## src/tmtw_pkg.sv

```systemverilog
// ----------------------------------------------------------------------------
// tmtw_pkg
// Shared constants, types and helpers for the text-mode terminal writer.
// ----------------------------------------------------------------------------
package tmtw_pkg;

	// Screen geometry
	localparam int SCREEN_WIDTH  = 80;
	localparam int SCREEN_HEIGHT = 25;
	localparam int CELL_COUNT    = SCREEN_WIDTH * SCREEN_HEIGHT;
	localparam int MOVE_COUNT    = (SCREEN_HEIGHT - 1) * SCREEN_WIDTH;

	// Widths
	localparam int AW       = $clog2(CELL_COUNT);
	localparam int COL_W    = $clog2(SCREEN_WIDTH);
	localparam int LINE_W   = $clog2(SCREEN_HEIGHT);
	localparam int POS_W    = 11;
	localparam int IDX_W    = 11;
	localparam int CMD_W    = 2;
	localparam int CHAR_W   = 8;
	localparam int COLOUR_W = 4;
	localparam int CELL_W   = 16;

	// Command codes
	localparam logic [CMD_W-1:0] CMD_PUT   = 2'd0;
	localparam logic [CMD_W-1:0] CMD_CLEAR = 2'd1;
	localparam logic [CMD_W-1:0] CMD_READ  = 2'd2;
	localparam logic [CMD_W-1:0] CMD_NOP   = 2'd3;

	// Character codes
	localparam logic [CHAR_W-1:0] CH_BS        = 8'd8;
	localparam logic [CHAR_W-1:0] CH_TAB       = 8'd9;
	localparam logic [CHAR_W-1:0] CH_LF        = 8'd10;
	localparam logic [CHAR_W-1:0] CH_CR        = 8'd13;
	localparam logic [CHAR_W-1:0] CH_PRINT_MIN = 8'h20;

	localparam int TAB_STEP = 8;

	// White space on black
	localparam logic [CELL_W-1:0] BLANK_CELL = 16'h0F20;

	// Cursor update for one put
	typedef struct packed {
		logic [COL_W-1:0]  col;
		logic [LINE_W-1:0] line;
		logic              wr;
		logic              scroll;
	} cur_next_t;

	// Linear cell address of a cursor
	function automatic logic [AW-1:0] cell_pos(input logic [COL_W-1:0] col,
			input logic [LINE_W-1:0] line);
		cell_pos = AW'(line * SCREEN_WIDTH + col);
	endfunction

	// Reported position, masked to the result width
	function automatic logic [POS_W-1:0] pos_out(input logic [AW-1:0] pos);
		logic [AW+POS_W-1:0] wide;
		wide = {{POS_W{1'b0}}, pos};
		pos_out = wide[POS_W-1:0];
	endfunction

endpackage

```

## src/tmtw_cursor.sv

```systemverilog
// ----------------------------------------------------------------------------
// tmtw_cursor
// Next cursor, cell write enable and scroll flag for one put request.
// ----------------------------------------------------------------------------
module tmtw_cursor (
	input  logic [tmtw_pkg::COL_W-1:0]  col,
	input  logic [tmtw_pkg::LINE_W-1:0] line,
	input  logic [tmtw_pkg::CHAR_W-1:0] char_code,
	output tmtw_pkg::cur_next_t         nxt
);

	logic [tmtw_pkg::LINE_W:0] line_w;
	logic [tmtw_pkg::COL_W:0]  tab_sum;

	assign tab_sum = {1'b0, col} + (tmtw_pkg::COL_W + 1)'(tmtw_pkg::TAB_STEP);

	// BS, TAB, LF and CR move the cursor; printable codes write and advance; other codes are ignored
	always_comb begin
		nxt.col = col;
		nxt.wr  = 1'b0;
		line_w  = {1'b0, line};
		case (char_code)
			tmtw_pkg::CH_BS: begin
				if (col != '0) begin
					nxt.col = col - tmtw_pkg::COL_W'(1);
				end else if (line != '0) begin
					nxt.col = tmtw_pkg::COL_W'(tmtw_pkg::SCREEN_WIDTH - 1);
					line_w  = line_w - (tmtw_pkg::LINE_W + 1)'(1);
				end
			end
			tmtw_pkg::CH_LF: begin
				nxt.col = '0;
				line_w  = line_w + (tmtw_pkg::LINE_W + 1)'(1);
			end
			tmtw_pkg::CH_CR: begin
				nxt.col = '0;
			end
			tmtw_pkg::CH_TAB: begin
				if (col < tmtw_pkg::COL_W'(tmtw_pkg::SCREEN_WIDTH - tmtw_pkg::TAB_STEP)) begin
					nxt.col = tab_sum[tmtw_pkg::COL_W-1:0]
						& ~tmtw_pkg::COL_W'(tmtw_pkg::TAB_STEP - 1);
				end else begin
					nxt.col = tmtw_pkg::COL_W'(tmtw_pkg::SCREEN_WIDTH - 1);
				end
			end
			default: begin
				if (char_code >= tmtw_pkg::CH_PRINT_MIN) begin
					nxt.wr = 1'b1;
					if (col == tmtw_pkg::COL_W'(tmtw_pkg::SCREEN_WIDTH - 1)) begin
						nxt.col = '0;
						line_w  = line_w + (tmtw_pkg::LINE_W + 1)'(1);
					end else begin
						nxt.col = col + tmtw_pkg::COL_W'(1);
					end
				end
			end
		endcase

		// Past the bottom line: scroll and stay on the last line
		nxt.scroll = (line_w == (tmtw_pkg::LINE_W + 1)'(tmtw_pkg::SCREEN_HEIGHT));
		if (nxt.scroll) begin
			nxt.line = tmtw_pkg::LINE_W'(tmtw_pkg::SCREEN_HEIGHT - 1);
		end else begin
			nxt.line = line_w[tmtw_pkg::LINE_W-1:0];
		end
	end

endmodule

```

## config.mk

```make
export PLATFORM = sky130hd
export DESIGN_NAME = tmtw_cursor
export DESIGN_NICKNAME = d
export VERILOG_FILES = /design/src/tmtw_pkg.sv /design/src/tmtw_cursor.sv
export SDC_FILE = /design/constraint.sdc
export NUM_CORES = 1
export LEC_CHECK = 0
export BUFFER_PORTS_ARGS = -buffer_cell sky130_fd_sc_hd__buf_2
export CORE_ASPECT_RATIO = 0.8
export CORE_MARGIN = 8
export CORE_UTILIZATION = 25
export DETAILED_ROUTE_END_ITERATION = 12
export PLACE_DENSITY = 0.46
export SYNTH_ARGS = -nofsm -noshare
export SYNTH_HDL_FRONTEND = slang
export SYNTH_SLANG_ARGS = --single-unit
```

## constraint.sdc

```tcl
create_clock -name vclk -period 3.3
set_input_delay 0.165 -clock vclk [all_inputs]
set_output_delay 0.165 -clock vclk [all_outputs]
set_load 0.02 [all_outputs]
```

==> impl_metrics.tcl, run 1 <==
set metrics [dict create \
    seq_cells 0 \
    syn2layout_area_growth_pct 14.47 \
    syn_area_um2 1132 \
    cp_max_fo 6 \
    hpwl_um 3180 \
    final_nets 218 \
    nClkBuffers 0 \
    vias_per_cell 5.387 \
    leakagePower_uw 0.0005483 \
    antenna_found_initial 0 \
    cp-startpoint "col[0]" \
    fin_area_um2 1296 \
    fill_cells 528 \
    wl_met1_um 1932 \
    cp.required_ns 3.13 \
    finalSetupTns_ns 0 \
    initial_core_util_pct 25.39 \
    holdWs_ns 0.7618 \
    die_h_um 76.20 \
    synth_area_leaders "ha_1, nand2_1, clkbuf_8" \
    drive_above_1_share_pct 28.19 \
    min_period_ns 2.582 \
    yosysTopAreaCellShare_pct 8.840 \
    cts_setup_buffers 0 \
    hold_buffers 0 \
    wl_met2_um 1618 \
    dr.pass1.iters 4 \
    regArea_um2 0 \
    yosysMostFrequentCell "nand2_1" \
    num_vias 1336 \
    min_from "line[1]" \
    wl_met3_um 403 \
    coreArea_um2 4459 \
    cellPowerDensity_nw_per_um2 108.5 \
    placed_cell_area_um2 1296 \
    wirelength_um 3954 \
    cp-start-kind "primary input" \
    antenna_left 0 \
    status "completed" \
    yosys-top-cells-count "nand2_1, nor2_1" \
    arrival_ns 2.42 \
    finalSetupViolCount 0 \
    cts.repair.resized 0 \
    peakVddDrop_uv 31.67 \
    ys_types 58 \
    yosysSeqAreaShare_pct 0 \
    avgSynthCellArea_um2 7.033 \
    drtIter0Drc 127 \
    critPathCapture "nxt[0]" \
    drc 0 \
    slew_violations 0 \
    relSlewSlack_pct 55.73 \
    syn_inst 161 \
    synth_area_leader_cell "ha_1" \
    rsz0062_at_grt "false" \
    max-cap-violations 0 \
    synth_nets 189 \
    worstSetupEndpointType "primary output" \
    routed.top_layer "met3" \
    grt_pass1_wl_um 6430 \
    gp_congestion 0.8784 \
    crit_type "primary input to primary output" \
    port_buffers 34 \
    hold_viol 0 \
    die_w_um 91.25 \
    clock.fmax_mhz 387.3 \
    pin_count 34 \
    die_area_um2 6952 \
    hp-class "primary input to primary output" \
    tightest_slew_ns 0.6549 \
    post_drt_wl_per_cell_um 15.94 \
    placementRows 22 \
    insertedDiodeCount 0 \
    track_usage_pct 10.75 \
    post-route-period-util_pct 78.23 \
    yosys_warnings 0 \
    grt_pass1_vias 1206 \
    grt_max_degree 13 \
    gr-total-overflow 0 \
]
## cells by family after synthesis
family          synth area share (%)
compound gates                 33.37
fa+ha+maj                      8.840
mux                           0.8840
buf+inv                        12.15
simple gates                   40.11
xor+xnor                       4.641
## per-stage QoR
step,util (%),power [uW],instances,worst slack [ns]
after global routing,29.07,155.3,248,0.5815
after floorplan,-,100.3,161,0.7863
final,29.07,140.7,248,0.7183
after global placement,29.07,143.2,248,0.7687
after detailed placement,29.07,140.8,248,0.7416
after CTS,29.07,141.5,248,0.7293
## how the worst min path moves through the flow
stage / endpoint / cells past startpoint
4_1_cts: nxt[3] / 4
3_3_place_gp: nxt[3] / 4
5_1_grt: nxt[3] / 4
6_report: nxt[3] / 4
2_1_floorplan: nxt[3] / 2
3_5_place_dp: nxt[3] / 4
## worst max-delay path: stages
cell and delay, ns:
buf_2 0.13, inv_1 0.10, ha_1 0.17, or4b_4 0.51, a2111oi_4 0.48, o22ai_1 0.20
o21ai_2 0.17, nand4b_1 0.13, nor3_1 0.17, buf_2 0.18
## final cells by class
| class | instances | area [um^2] | area share (%) |
|---|---|---|---|
| Tap cell | 60 | 75.07 | 5.792 |
| Inverter | 9 | 33.78 | 2.606 |
| Timing Repair Buffer | 37 | 192.7 | 14.86 |
| Multi-Input combinational cell | 142 | 994.7 | 76.74 |
## cell usage in the layout (no fill, tap or decap), types with 3 or more instances in the layout
cell      netlist  layout
nand4_1         3       3
nand2b_1        3       3
o21ai_0         9       9
a31oi_1         3       3
a32o_1          3       3
a21oi_1         9       9
buf_2           0      34
inv_1           9       9
nor3_1          9       9
nand3_1         6       6
ha_1            8       8
buf_4           2       3
and3_1          4       4
nand2_1        17      17
nor2_1         13      13
nand4b_1        3       3
o211ai_1        3       3
xor2_1          4       4
## where the power goes
part / switching, uW / total [uW] / internal [uW]
combinational: 87.3 / 141 / 53.4
sequential: 0 / 0 / 0
clock: 0 / 0 / 0
total: 87.3 / 141 / 53.4
## layer usage
| metal | vias to the layer above | track usage (%) |
|---|---|---|
| li1 | 667 | - |
| met1 | 605 | 16.61 |
| met2 | 64 | 15.48 |
| met3 | 0 | 1.772 |
| met4 | 0 | 0.3263 |
| met5 | - | 0 |
(Power assumes the default switching activity.)
==> run 2: changes to the inputs <==
Settings changed: ABC_AREA set to 1, PLACE_DENSITY 0.46 to 0.47.
Clock period 3.3 ns to 2.3 ns, I/O delays scaled along.
==> run 2 against run 1 <==
Wire length is 7.8% lower. Worst hold slack worse by 0.10 ns. Critical path depth is 4 higher. Via count is 7.7% higher. Critical endpoint is now nxt[2]. Highest routed layer unchanged.
==> impl_metrics.tcl, run 2 <==
set metrics [dict create \
    die_w_um 91.87 \
    tightest_slew_ns 0.3207 \
    gp_congestion 0.8051 \
    arrival_ns 1.84 \
    finalSetupViolCount 0 \
    post-route-period-util_pct 85.16 \
    placementRows 22 \
    hpwl_um 3038 \
    finalSetupTns_ns 0 \
    synth_area_leaders "nand2_1, nand3_1, inv_1" \
    busiest_layer "met2" \
    min_from "char_code[5]" \
    hold_viol 0 \
    cp.required_ns 2.18 \
    fill_cells 540 \
    p_comb_share_pct 100.0 \
    grt_max_degree 12 \
    track_usage_pct 10.39 \
    ys_types 29 \
    wirelength_um 3645 \
    crit_type "primary input to primary output" \
    min_period_ns 1.959 \
    initial_core_util_pct 25.50 \
    yosysTopAreaCellShare_pct 18.26 \
    syn2layout_area_growth_pct 19.89 \
    post_drt_wl_per_cell_um 11.87 \
    power_frac_clock_pct 0 \
    grt.met1_usage_pct 15.03 \
    hold_buffers 0 \
    cp_max_fo 7 \
    pin_count 34 \
    holdWs_ns 0.6571 \
    coreArea_um2 4514 \
    antenna_found_initial 0 \
    cp-start-kind "primary input" \
    slew_violations 0 \
    min_path_cells 4 \
    swShare_pct 65.30 \
    cellPowerDensity_nw_per_um2 140.5 \
    pwr-share-seq_pct 0 \
    synth_area_leader_cell "nand2_1" \
    yosysMostFrequentCell "nand2_1" \
    cts_setup_buffers 0 \
    leakagePower_uw 0.0007349 \
    antenna_left 0 \
    drtIter0Drc 94 \
    grt_pass1_wl_um 6506 \
    die_h_um 76.69 \
    relSlewSlack_pct 78.46 \
    rsz0062_at_grt "false" \
    gr-total-overflow 0 \
    clock.fmax_mhz 510.5 \
    nClkBuffers 0 \
    yosysSeqAreaShare_pct 0 \
    syn_area_um2 1151 \
    gr-usage-met3_pct 0.3891 \
    dp.cells 307 \
    die_area_um2 7045 \
    regArea_um2 0 \
    insertedDiodeCount 0 \
    final_nets 277 \
    final_cells 307 \
    synth_nets 243 \
    num_vias 1439 \
    port_buffers 34 \
    max-cap-violations 0 \
    cts.repair.resized 0 \
    hp-class "primary input to primary output" \
    use_met2_pct 17.40 \
    yosys-top-cells-count "nand2_1, inv_1, nor2_1" \
    hold_path_end "nxt[1]" \
    status "completed" \
    grt_pass1_vias 1408 \
    dr.pass1.iters 4 \
    p_int_uw 67.27 \
    power.total_uw 193.9 \
    syn_inst 215 \
    vias_per_cell 4.687 \
    layout_commonest_cell "nand2_1" \
    yosys_warnings 0 \
    drc 0 \
    worstSetupEndpointType "primary output" \
    peakVddDrop_uv 51.00 \
    drive_above_1_share_pct 23.48 \
    avgSynthCellArea_um2 5.354 \
    layout_common_cells "nand2_1, buf_2, inv_1, nor2_1, nand3_1" \
    p_switching_uw 126.6 \
    seq_cells 0 \
]
## run 2: layout make-up
cell class                      count  area, um^2  share of cell area [%]
Timing Repair Buffer               34       170.2                   12.33
Multi-Input combinational cell    177       999.7                   72.44
Tap cell                           60       75.07                   5.440
Inverter                           36       135.1                   9.792
## run 2: cells by family (layout without fill, tap and decap cells)
logic type	count (synthesis)	in the layout	share of synthesized area [%]
AOI/OAI and AO/OA	24	24	14.02
buffers and inverters	38	70	13.15
and+or+nand+nor	139	139	59.57
adders and majority gates	8	8	8.696
xor gates and xnor gates	6	6	4.565
## run 2: how the worst max path moves through the flow
stage | start | to | slack (ns)
3_5_place_dp | line[0] | nxt[2] | 0.36
2_1_floorplan | col[0] | nxt[2] | 0.60
6_report | col[0] | nxt[2] | 0.34
4_1_cts | line[0] | nxt[2] | 0.36
5_1_grt | line[0] | nxt[2] | 0.13
3_3_place_gp | line[0] | nxt[0] | 0.42
## run 2: routing by layer
layer | wire [um] | part of all wire [%] | vias to the layer above
met5 | 0 | 0 | -
met4 | 0 | 0 | 0
met3 | 86 | 2.4 | 0
met2 | 1558 | 43 | 24
met1 | 1999 | 55 | 653
li1 | - | - | 762
## run 2: power groups by stage
stage / Sequential (uW) / Combinational [uW] / Clock [uW]
finish: 0 / 194 / 0
global placement: 0 / 197 / 0
global route: 0 / 218 / 0
detailed placement: 0 / 194 / 0
floorplan: 0 / 125 / 0
CTS: 0 / 195 / 0
## run 2: per-stage QoR
stage	setup WS [ns]	instance area [um^2]	util, %
after global routing	0.1269	1380	30.57
after CTS	0.3597	1380	30.57
final	0.3413	1380	30.57
after global placement	0.4164	1380	30.57
after floorplan	0.6027	1151	-
after detailed placement	0.3609	1380	30.57
## run 2: worst max-delay path, cell delays in order
cell and delay, ns:
buf_2 0.12, inv_1 0.14, ha_1 0.18, nand2_1 0.10
inv_1 0.08, nand3_2 0.14, nor2_1 0.21, nor2_1 0.09
nand3_1 0.08, nand2_1 0.05, nor2_1 0.14, nor2_1 0.09
a21oi_1 0.14, buf_2 0.18
